File: src/sv/csr_sparse_matrix_vector_multiply_unit_assert.svh
// Assertion macros for the CSR sparse matrix-vector multiply unit.
// Included by the top level; no other dependencies.
`ifndef CSR_SPARSE_MATRIX_VECTOR_MULTIPLY_UNIT_ASSERT_SVH
`define CSR_SPARSE_MATRIX_VECTOR_MULTIPLY_UNIT_ASSERT_SVH
`ifndef SYNTHESIS
// Same-cycle implication.
`define CSMV_ASSERT_NOW(lbl, clk, rstn, ante, cons) \
    lbl: assert property (@(posedge clk) disable iff (!rstn) (ante) |-> (cons)) \
        else $error("assertion failed");
// Next-cycle implication.
`define CSMV_ASSERT_NEXT(lbl, clk, rstn, ante, cons) \
    lbl: assert property (@(posedge clk) disable iff (!rstn) (ante) |=> (cons)) \
        else $error("assertion failed");
`else
`define CSMV_ASSERT_NOW(lbl, clk, rstn, ante, cons)
`define CSMV_ASSERT_NEXT(lbl, clk, rstn, ante, cons)
`endif
`endif

File: src/sv/csmv_pkg.sv
// Shared constants and types for the CSR sparse matrix-vector multiply unit.
// No dependencies.
package csmv_pkg;

    localparam int OPCODE_W = 2;
    localparam int INDEX_W  = 12;
    localparam int VALUE_W  = 32;
    localparam int SUM_W    = 64;
    localparam int VLEN_W   = 13;

    localparam logic [OPCODE_W-1:0] OP_LOAD    = 2'd0;
    localparam logic [OPCODE_W-1:0] OP_NONZERO = 2'd1;
    localparam logic [OPCODE_W-1:0] OP_EMPTY   = 2'd2;

    localparam logic signed [SUM_W-1:0] SUM_MAX = {1'b0, {(SUM_W-1){1'b1}}};
    localparam logic signed [SUM_W-1:0] SUM_MIN = {1'b1, {(SUM_W-1){1'b0}}};

    // Control travelling alongside the product into the accumulate stage.
    typedef struct packed {
        logic                valid;
        logic [OPCODE_W-1:0] opcode;
        logic                last;
        logic                bad;
    } acc_cmd_t;

endpackage

File: src/sv/csmv_if.sv


interface csmv_out_if;
    logic                                   valid;
    logic                                   ready;
    logic signed [csmv_pkg::SUM_W-1:0]      row_sum;
    logic                                   status;

    modport source (output valid, row_sum, status, input ready);
    modport sink (input valid, row_sum, status, output ready);
endinterface

File: src/sv/csmv_accum.sv
// Row accumulator with saturation, sticky error flag and output register.
// Depends on csmv_pkg and csmv_if.
module csmv_accum (
    input  logic                               clk,
    input  logic                               rst_n,
    input  logic                               advance,
    input  csmv_pkg::acc_cmd_t                 cmd,
    input  logic signed [csmv_pkg::SUM_W-1:0]  prod,
    csmv_out_if.source                         result
);

    logic signed [csmv_pkg::SUM_W-1:0] acc_reg, acc_next;
    logic                              err_reg, err_next;
    logic                              out_valid_reg, out_valid_next;
    logic signed [csmv_pkg::SUM_W-1:0] out_sum_reg, out_sum_next;
    logic                              out_status_reg, out_status_next;
    logic signed [csmv_pkg::SUM_W:0]   wide_sum;
    logic signed [csmv_pkg::SUM_W-1:0] sat_sum;
    logic signed [csmv_pkg::SUM_W-1:0] added;
    logic                              err_upd;

    // Overflow shows as disagreement between the two top bits of the wide sum.
    always_comb
    begin
        wide_sum = {acc_reg[csmv_pkg::SUM_W-1], acc_reg} + {prod[csmv_pkg::SUM_W-1], prod};
        if (wide_sum[csmv_pkg::SUM_W] != wide_sum[csmv_pkg::SUM_W-1])
        begin
            sat_sum = wide_sum[csmv_pkg::SUM_W] ? csmv_pkg::SUM_MIN : csmv_pkg::SUM_MAX;
        end
        else
        begin
            sat_sum = wide_sum[csmv_pkg::SUM_W-1:0];
        end
    end

    always_comb
    begin
        acc_next        = acc_reg;
        err_next        = err_reg;
        out_valid_next  = out_valid_reg;
        out_sum_next    = out_sum_reg;
        out_status_next = out_status_reg;
        err_upd         = err_reg | cmd.bad;
        added           = cmd.bad ? acc_reg : sat_sum;
        if (advance)
        begin
            out_valid_next = 1'b0;
            if (cmd.valid)
            begin
                unique case (cmd.opcode)
                    csmv_pkg::OP_LOAD:
                    begin
                        err_next = 1'b0;
                    end
                    csmv_pkg::OP_NONZERO:
                    begin
                        err_next = err_upd;
                        if (cmd.last)
                        begin
                            acc_next        = '0;
                            out_valid_next  = 1'b1;
                            out_sum_next    = err_upd ? '0 : added;
                            out_status_next = err_upd;
                        end
                        else
                        begin
                            acc_next = added;
                        end
                    end
                    csmv_pkg::OP_EMPTY:
                    begin
                        acc_next        = '0;
                        out_valid_next  = 1'b1;
                        out_sum_next    = '0;
                        out_status_next = err_reg;
                    end
                    default:
                    begin
                        acc_next = acc_reg;
                    end
                endcase
            end
        end
    end

    always_ff @(posedge clk or negedge rst_n)
    begin
        if (!rst_n)
        begin
            acc_reg       <= '0;
            err_reg       <= 1'b0;
            out_valid_reg <= 1'b0;
        end
        else
        begin
            acc_reg       <= acc_next;
            err_reg       <= err_next;
            out_valid_reg <= out_valid_next;
        end
    end

    always_ff @(posedge clk)
    begin
        out_sum_reg    <= out_sum_next;
        out_status_reg <= out_status_next;
    end

    assign result.valid   = out_valid_reg;
    assign result.row_sum = out_sum_reg;
    assign result.status  = out_status_reg;

endmodule

File: src/flat_wrapper.sv
// flat-port wrapper written by rule: the top's interface ports become plain ports
module csmv_accum_flat 
  (clk, rst_n, advance, cmd, prod, result_valid, result_row_sum, result_status, result_ready);
  csmv_out_if result_i ();
  input  logic clk;
  input  logic rst_n;
  input  logic advance;
  input  csmv_pkg::acc_cmd_t cmd;
  input  logic signed [csmv_pkg::SUM_W-1:0] prod;
  output wire logic [$bits(result_i.valid)-1:0] result_valid;
  output wire logic [$bits(result_i.row_sum)-1:0] result_row_sum;
  output wire logic [$bits(result_i.status)-1:0] result_status;
  input wire logic [$bits(result_i.ready)-1:0] result_ready;
  assign result_valid = result_i.valid;
  assign result_row_sum = result_i.row_sum;
  assign result_status = result_i.status;
  assign result_i.ready = result_ready;
  csmv_accum u_core (.clk(clk), .rst_n(rst_n), .advance(advance), .cmd(cmd), .prod(prod), .result(result_i));
endmodule
File: config.mk
export PLATFORM = sky130hd
export DESIGN_NAME = csmv_accum_flat
export DESIGN_NICKNAME = d
export VERILOG_FILES = /design/src/sv/csr_sparse_matrix_vector_multiply_unit_assert.svh /design/src/sv/csmv_pkg.sv /design/src/sv/csmv_if.sv /design/src/sv/csmv_accum.sv /design/src/flat_wrapper.sv
export SDC_FILE = /design/constraint.sdc
export NUM_CORES = 1
export LEC_CHECK = 0
export BUFFER_PORTS_ARGS = -buffer_cell sky130_fd_sc_hd__buf_4
export CAP_MARGIN = 20
export CELL_PAD_IN_SITES_DETAIL_PLACEMENT = 1
export CELL_PAD_IN_SITES_GLOBAL_PLACEMENT = 1
export CORE_ASPECT_RATIO = 0.75
export CORE_MARGIN = 2
export CORE_UTILIZATION = 45
export CTS_CLUSTER_DIAMETER = 200
export DETAILED_ROUTE_END_ITERATION = 8
export PLACE_DENSITY_LB_ADDON = 0.1
export SETUP_SLACK_MARGIN = 0.3
export SYNTH_ARGS = -nofsm -noshare
export SYNTH_HDL_FRONTEND = slang
export SYNTH_SLANG_ARGS = --single-unit
File: constraint.sdc
create_clock -name clk -period 6.42 [get_ports clk]
set_input_delay 1.284 -clock clk [delete_from_list [all_inputs] [get_ports clk]]
set_output_delay 1.284 -clock clk [all_outputs]
set_load 0.005 [all_outputs]
==> metrics.md, run 1 <==
| Metric | Value |
|---|---|
| TritonRoute pass-1 iters | 5 |
| Final Cell Area | 10900 um2 |
| Post-Route WL | 29300 um |
| Largest net degree at the start of global routing | 67 |
| Detail Placement HPWL | 21400 um |
| Sequential power share | 29.9% |
| CP Launch Type | primary input |
| Final-layout fill cell count | 2299 |
| Clk_skew | 0.0127 ns |
| Register clock-pin slew on the reported worst setup and hold paths | 0.06 ns |
| #FFs+latches synth | 131 |
| Die H | 127 um |
| Period minus WS final | 4.87 ns |
| Worst hold path stage count | 2 |
| Via count | 8443 |
| Arrival time worst endpoint | 5.15 ns |
| # DRC | 0 |
| PD cells | 326 nW/um2 |
| Routed Antenna Nets | 0 |
| Cell mode on critical path | buf_4 |
| CP Capture Type | flop |
| Worst Hold Class | reg2reg |
| Final Hold Viols | 0 |
| Yosys top cell area share | 21.5% |
| Num rows | 44 |
| Critical path type | in2reg |
| Max Freq | 205 MHz |
| Count leader, synth | nor2_1 |
| CTS Buf Count | 17 |
| Gr ovfl total | 0 |
| Crit Reg-Reg Endpoint | u_core.acc_reg[24] |
| Pint | 2.19 mW |
| Gr usage total | 27.9% |
| Prevailing post-synth register cell | dfrtp_1 |
| Fin crit share | 75.9% |
| # Post-CTS Setup Buffers | 0 |
| Hold Crit Start | u_core.acc_reg[36] |
| EDFF count, synth | 65 |
| Vias in the first global route | 8526 |
| Top delay family on crit path | compound AO/OA/AOI/OAI gates |
| CTS tree | built |
| Top post-synthesis cells by count | nor2_1, nand2_1, a21oi_1 |
| Setup TNS | 0 ns |
| Ys Warns | 0 |
| Post-synthesis xor/xnor area fraction | 5.30% |
| Worst hold path endpoint | u_core.acc_reg[36] |
| Sw frac | 38.4% |
| WL per Instance | 20.7 um |
| Number of max-cap violations | 0 |
| Via density | 5.95 |
| Rel. slew slack | 33.9% |
| Longest Clk Path Bufs | 2 |
| Share of layout cells above drive strength 1 | 16.3% |
| N_diodes | 0 |
| Die area | 21400 um2 |
| Share of flip-flops with an asynchronous set or reset | 50.4% |
| R2R cell count | 12 |
| Ports | 139 |
| Syn Area/Cell | 8.66 um2 |
| Drt first-iter violations | 592 |
| Slew Limit Fails | 0 |
| Largest family of logic cells by synthesized area | compound AO/OA/AOI/OAI gates |
| H-tree levels | 4 |
| Port Buf Inserts | 137 |
| Worst vdd ir | 161 uV |
| Crit path max fanout | 23 |
| Crit-path slowest cell | o22ai_4 |
| Hold-fix buffers at CTS | 0 |
| Initial antenna violation count | 0 |
| Core area | 19600 um2 |
| First-pass GRT wire length | 46800 um |
| Buf/Inv on CP | 2 |
| Layout area overhead | 19.9% |
| Net Sw Power | 1.36 mW |
| Synth Area in Compound Gates | 23.0% |
| Simple-Gate Fraction of Synth Area | 18.4% |
| Endpoints failing setup | 0 |
| NumNets Final | 1295 |
| Top cells by area in the synthesized netlist | edfxtp_1, dfrtp_1, ha_1, nor2_1, a21oi_1 |
| Cells after Synth | 1050 |
| Root cell of the clock tree | clkbuf_16 |
| Starting density of the core | 46.4% |
| CP Data Required Time | 6.69 ns |
| Unrepaired setup endpoints after global routing | no |
| Distinct cells, synth | 66 |
| Post_cts resized | 0 |
| Clk pwr share | 29.6% |
| Leakage | 4.78 nW |
| Synth area leader | edfxtp_1 |
| Reg-to-reg startpoint | u_core.acc_reg[9] |
| Placed Instance Area | 10300 um2 |
| Synth Area in Adders | 9.44% |
| CTS Sinks | 131 |
| Reg2Reg Setup Slack | 2.11 ns |
| Logic pwr share | 40.5% |
| Clock latency on the worst-skew pair | 0.43 ns |
| Seq/Total Area, Yosys | 39.6% |
| Syn nets | 1191 |
| Cell area after synthesis | 9090 um2 |
| Multiplexer share of the synthesized area | 0.330% |
| Worst-Margin Slew | 0.991 ns |
| Die W | 168 um |
| Slowest stage delay, CP | 0.58 ns |
| Critical path cell sequence | buf_4, ha_1, and4_1, nor2b_1, a2111oi_1, a211oi_1, nor3_2, o21a_1, o211ai_1, o22ai_4, buf_4, a21oi_1, nor2_1 |
| RD Place Congestion | 0.872 |
| Status | completed |
per-stage QoR:
step           total power, mW  utilization, %  hold WS (ns)  instances  setup WS [ns]
2_1_floorplan             2.08               -         0.454       1050           1.56
3_3_place_gp              2.44            52.4         0.472       1388           1.27
3_5_place_dp              2.48            52.4         0.481       1388           1.24
4_1_cts                   3.55            55.6         0.494       1420           1.65
5_1_grt                   3.76            55.6         0.523       1420           1.33
6_report                  3.55            55.6         0.493       1420           1.55
layout make-up:
class | count | area, um2 | share of cell area (%)
tap | 253 | 317 | 2.91
clock inverter | 13 | 184 | 1.69
sequential | 131 | 3600 | 33.1
clock buffer | 19 | 433 | 3.97
multi-input combinational | 836 | 5170 | 47.5
timing repair buffer | 148 | 1110 | 10.2
inverter | 20 | 75.1 | 0.689
routing by layer:
metal	vias to the layer above	part of all wire [%]	track usage (%)
li1	4021	-	-
met1	4153	50	42.1
met2	253	43	41.6
met3	16	6.1	6.20
met4	0	0.69	5.17
met5	-	0	0
power by group through the flow:
stage	logic [mW]	clock network, mW	registers (mW)
floorplan	1.01	0	1.06
global placement	1.37	0	1.07
detailed placement	1.40	0	1.08
CTS	1.42	1.06	1.06
global route	1.59	1.10	1.07
finish	1.44	1.05	1.06
cell families after synthesis:
| family | Yosys count |
|---|---|
| simple gates | 374 |
| compound gates | 336 |
| flops | 131 |
| buf+inv | 83 |
| fa+ha+maj | 68 |
| xor+xnor | 55 |
| mux | 3 |
worst max-delay path by stage:
stage / startpoint / to / slack [ns] / depth (start not counted)
after floorplan: cmd[3] / u_core.result.row_sum[0] / 1.56 / 4
after global placement: prod[7] / u_core.result.row_sum[27] / 1.27 / 13
after detailed placement: prod[7] / u_core.acc_reg[21] / 1.24 / 13
after CTS: prod[7] / u_core.result.row_sum[27] / 1.65 / 13
after global routing: prod[7] / u_core.result.row_sum[28] / 1.33 / 13
final: prod[7] / u_core.result.row_sum[7] / 1.55 / 13
cells in the final DEF (no fill, tap or decap), drive strengths merged, types with 13 or more instances in the layout:
master | Yosys | final
o21ai | 105 | 105
buf | 17 | 148
edfxtp | 65 | 65
o21bai | 15 | 15
inv | 20 | 22
clkbuf | 46 | 19
nor2 | 153 | 153
dfrtp | 66 | 66
nand3 | 16 | 16
nand4 | 28 | 28
a21oi | 97 | 97
nand2 | 108 | 108
ha | 67 | 67
o21a | 13 | 13
a21o | 26 | 26
nor3 | 16 | 16
xor2 | 19 | 19
xnor2 | 36 | 36
tightest hold or removal path, delay by kind of cell (launching register included):
family	cells	cell delay [ns]
compound gates	1	0.06
flops	1	0.34
simple gates	1	0.05
Power figures use the tool's default switching activity.
==> run 2: changes to the inputs <==
--- a/config.mk
+++ b/config.mk
@@ -5,13 +5,14 @@
 export SDC_FILE = /design/constraint.sdc
 export NUM_CORES = 1
 export LEC_CHECK = 0
+export ABC_AREA = 1
 export BUFFER_PORTS_ARGS = -buffer_cell sky130_fd_sc_hd__buf_4
 export CAP_MARGIN = 20
 export CELL_PAD_IN_SITES_DETAIL_PLACEMENT = 1
 export CELL_PAD_IN_SITES_GLOBAL_PLACEMENT = 1
 export CORE_ASPECT_RATIO = 0.75
 export CORE_MARGIN = 2
-export CORE_UTILIZATION = 45
+export CORE_UTILIZATION = 38
 export CTS_CLUSTER_DIAMETER = 200
 export DETAILED_ROUTE_END_ITERATION = 8
 export PLACE_DENSITY_LB_ADDON = 0.1
==> constraint.sdc (replaced) <==
create_clock -name clk -period 3.9 [get_ports clk]
set_input_delay 0.78 -clock clk [delete_from_list [all_inputs] [get_ports clk]]
set_output_delay 0.78 -clock clk [all_outputs]
set_load 0.005 [all_outputs]
==> metrics.md, run 2 <==
| Metric | Value |
|---|---|
| Status | completed |
| R2R cell count | 17 |
| Port Buf Inserts | 137 |
| Initial antenna violation count | 0 |
| Seq/Total Area, Yosys | 32.2% |
| Max Freq | 305 MHz |
| Cell area after synthesis | 11200 um2 |
| Critical path type | in2reg |
| CP Data Required Time | 4.07 ns |
| Synth area leader | nand2_1 |
| CTS tree | built |
| Via count | 11900 |
| Worst setup path start | prod[42] |
| Number of max-cap violations | 0 |
| Gr ovfl total | 0 |
| Root cell of the clock tree | clkbuf_16 |
| Syn nets | 1894 |
| Post-Route WL | 44600 um |
| CP endpoint | u_core.result.row_sum[27] |
| Yosys top cell area share | 26.5% |
| Fin crit share | 84.1% |
| Top cells by area in the synthesized netlist | nand2_1, edfxtp_1, dfrtp_1, ha_1, a21oi_1 |
| Distinct cells, synth | 34 |
| Reg-to-reg startpoint | u_core.acc_reg[42] |
| WL per Instance | 19.3 um |
| H-tree levels | 4 |
| Unrepaired setup endpoints after global routing | no |
| Worst-Margin Slew | 1.04 ns |
| Vias in the first global route | 12300 |
| Clk_skew | 0.0131 ns |
| #FFs+latches synth | 131 |
| Via density | 5.15 |
| Routed Antenna Nets | 0 |
| Final core utilization | 46.2% |
| Num rows | 54 |
| Layout area overhead | 19.8% |
| Longest Clk Path Bufs | 2 |
| Reg2Reg Setup Slack | 0.62 ns |
| CP Launch Type | primary input |
| # DRC | 0 |
| Count leader, synth | nand2_1 |
| Drt first-iter violations | 736 |
| Most frequent cells in the layout | nand2_1, inv_1, buf_4, nor2_1, a21oi_1 |
| Worst Hold Class | in2async |
| CTS Sinks | 131 |
| Core area | 29100 um2 |
| NumNets Final | 2043 |
| Commonest non-fill, non-tap cell in the layout | nand2_1 |
| Ports | 139 |
| Cells after Synth | 1753 |
| Leakage | 7.21 nW |
| Share of layout cells above drive strength 1 | 13.9% |
| Die area | 30900 um2 |
| Arrival time worst endpoint | 3.45 ns |
| Slew Limit Fails | 0 |
| N_diodes | 0 |
| Endpoints failing setup | 0 |
| Share of flip-flops with an asynchronous set or reset | 50.4% |
| Setup TNS | 0 ns |
| Clock latency on the worst-skew pair | 0.45 ns |
| Die W | 202 um |
| Register clock-pin slew on the reported worst setup and hold paths | 0.06 ns |
| Syn Area/Cell | 6.39 um2 |
| Crit Reg-Reg Endpoint | u_core.result.row_sum[27] |
| Final Hold Viols | 0 |
| Rel. slew slack | 30.6% |
| # Post-CTS Setup Buffers | 0 |
| Fin worst setup slack | 0.619 ns |
| Ys Warns | 0 |
| Die H | 153 um |
| Post_cts resized | 0 |
| Hold-fix buffers at CTS | 0 |
| Period minus WS final | 3.28 ns |
| Starting density of the core | 38.6% |
| Crit path max fanout | 10 |
| Prevailing post-synth register cell | dfrtp_1 |
| Gr usage total | 29.5% |
| CP Capture Type | flop |
| Hold_ws | 0.465 ns |
| CTS Buf Count | 17 |
| Dpl ws | 0.198 ns |
| TritonRoute pass-1 iters | 5 |
| PD cells | 477 nW/um2 |
| RD Place Congestion | 0.985 |
| EDFF count, synth | 65 |
| Worst vdd ir | 276 uV |
| First-pass GRT wire length | 69500 um |
| Detail Placement HPWL | 35600 um |
| Largest net degree at the start of global routing | 67 |
| Top post-synthesis cells by count | nand2_1, inv_1, nor2_1 |
run 2: worst min-delay path by stage:
stage | start | end | slack [ns] | depth (start not counted)
3_3_place_gp | u_core.acc_reg[6] | u_core.acc_reg[6] | 0.49 | 2
3_5_place_dp | u_core.acc_reg[45] | u_core.acc_reg[45] | 0.50 | 2
2_1_floorplan | u_core.acc_reg[10] | u_core.acc_reg[10] | 0.47 | 2
4_1_cts | u_core.acc_reg[45] | u_core.acc_reg[45] | 0.51 | 2
5_1_grt | u_core.acc_reg[33] | u_core.acc_reg[33] | 0.54 | 2
6_report | rst_n | u_core.err_reg | 0.46 | 1
run 2: per-stage QoR:
step / std cells / cell area [um2] / power (mW)
after global routing: 2307 / 13400 / 6.85
final: 2307 / 13400 / 6.40
after global placement: 2275 / 12900 / 4.67
after detailed placement: 2275 / 12900 / 4.75
after floorplan: 1753 / 11200 / 3.72
after CTS: 2307 / 13400 / 6.40
run 2: area by class of cell:
type | count | area (um2)
timing repair buffer | 167 | 1330
clock buffer | 25 | 495
multi-input combinational | 1402 | 6750
sequential | 131 | 3600
inverter | 183 | 687
clock inverter | 7 | 73.8
tap | 392 | 490
fill | 3903 | 15600
run 2: layer usage:
layer | up-vias | share of wire, % | global-route usage [%]
li1 | 5819 | - | -
met1 | 5802 | 52 | 44.0
met2 | 234 | 41 | 44.2
met3 | 34 | 5.1 | 5.07
met4 | 0 | 1.5 | 6.53
met5 | - | 0 | 0
run 2: logic make-up (layout without fill, tap and decap cells):
group / Yosys count / after routing / synth area share [%]
compound gates: 193 / 193 / 9.45
fa+ha+maj: 68 / 68 / 7.66
flops: 131 / 131 / 32.2
simple gates: 1103 / 1103 / 40.0
xor+xnor: 38 / 38 / 2.97
buf+inv: 220 / 382 / 7.78
run 2: report_power, final:
| group | internal (mW) | switching [mW] | total [mW] | leakage [nW] |
|---|---|---|---|---|
| Sequential | 1.63 | 0.134 | 1.76 | 1.50 |
| Clock | 0.945 | 0.668 | 1.61 | 0.277 |
| Combinational | 1.02 | 2.00 | 3.03 | 5.43 |
run 2: worst max-delay path, cell delays in order:
cell and delay, ns:
buf_4 0.11, ha_1 0.43, nand2_1 0.16, inv_1 0.10, nand3_1 0.19, nor3_2 0.30, nand2_1 0.10, nand2_1 0.12
a21oi_1 0.08, buf_4 0.16, nand3_1 0.08, nand2_1 0.06, nand2_1 0.19, nand2_1 0.13, inv_2 0.20, nand2_1 0.12
nand2_1 0.12, nor2_1 0.05
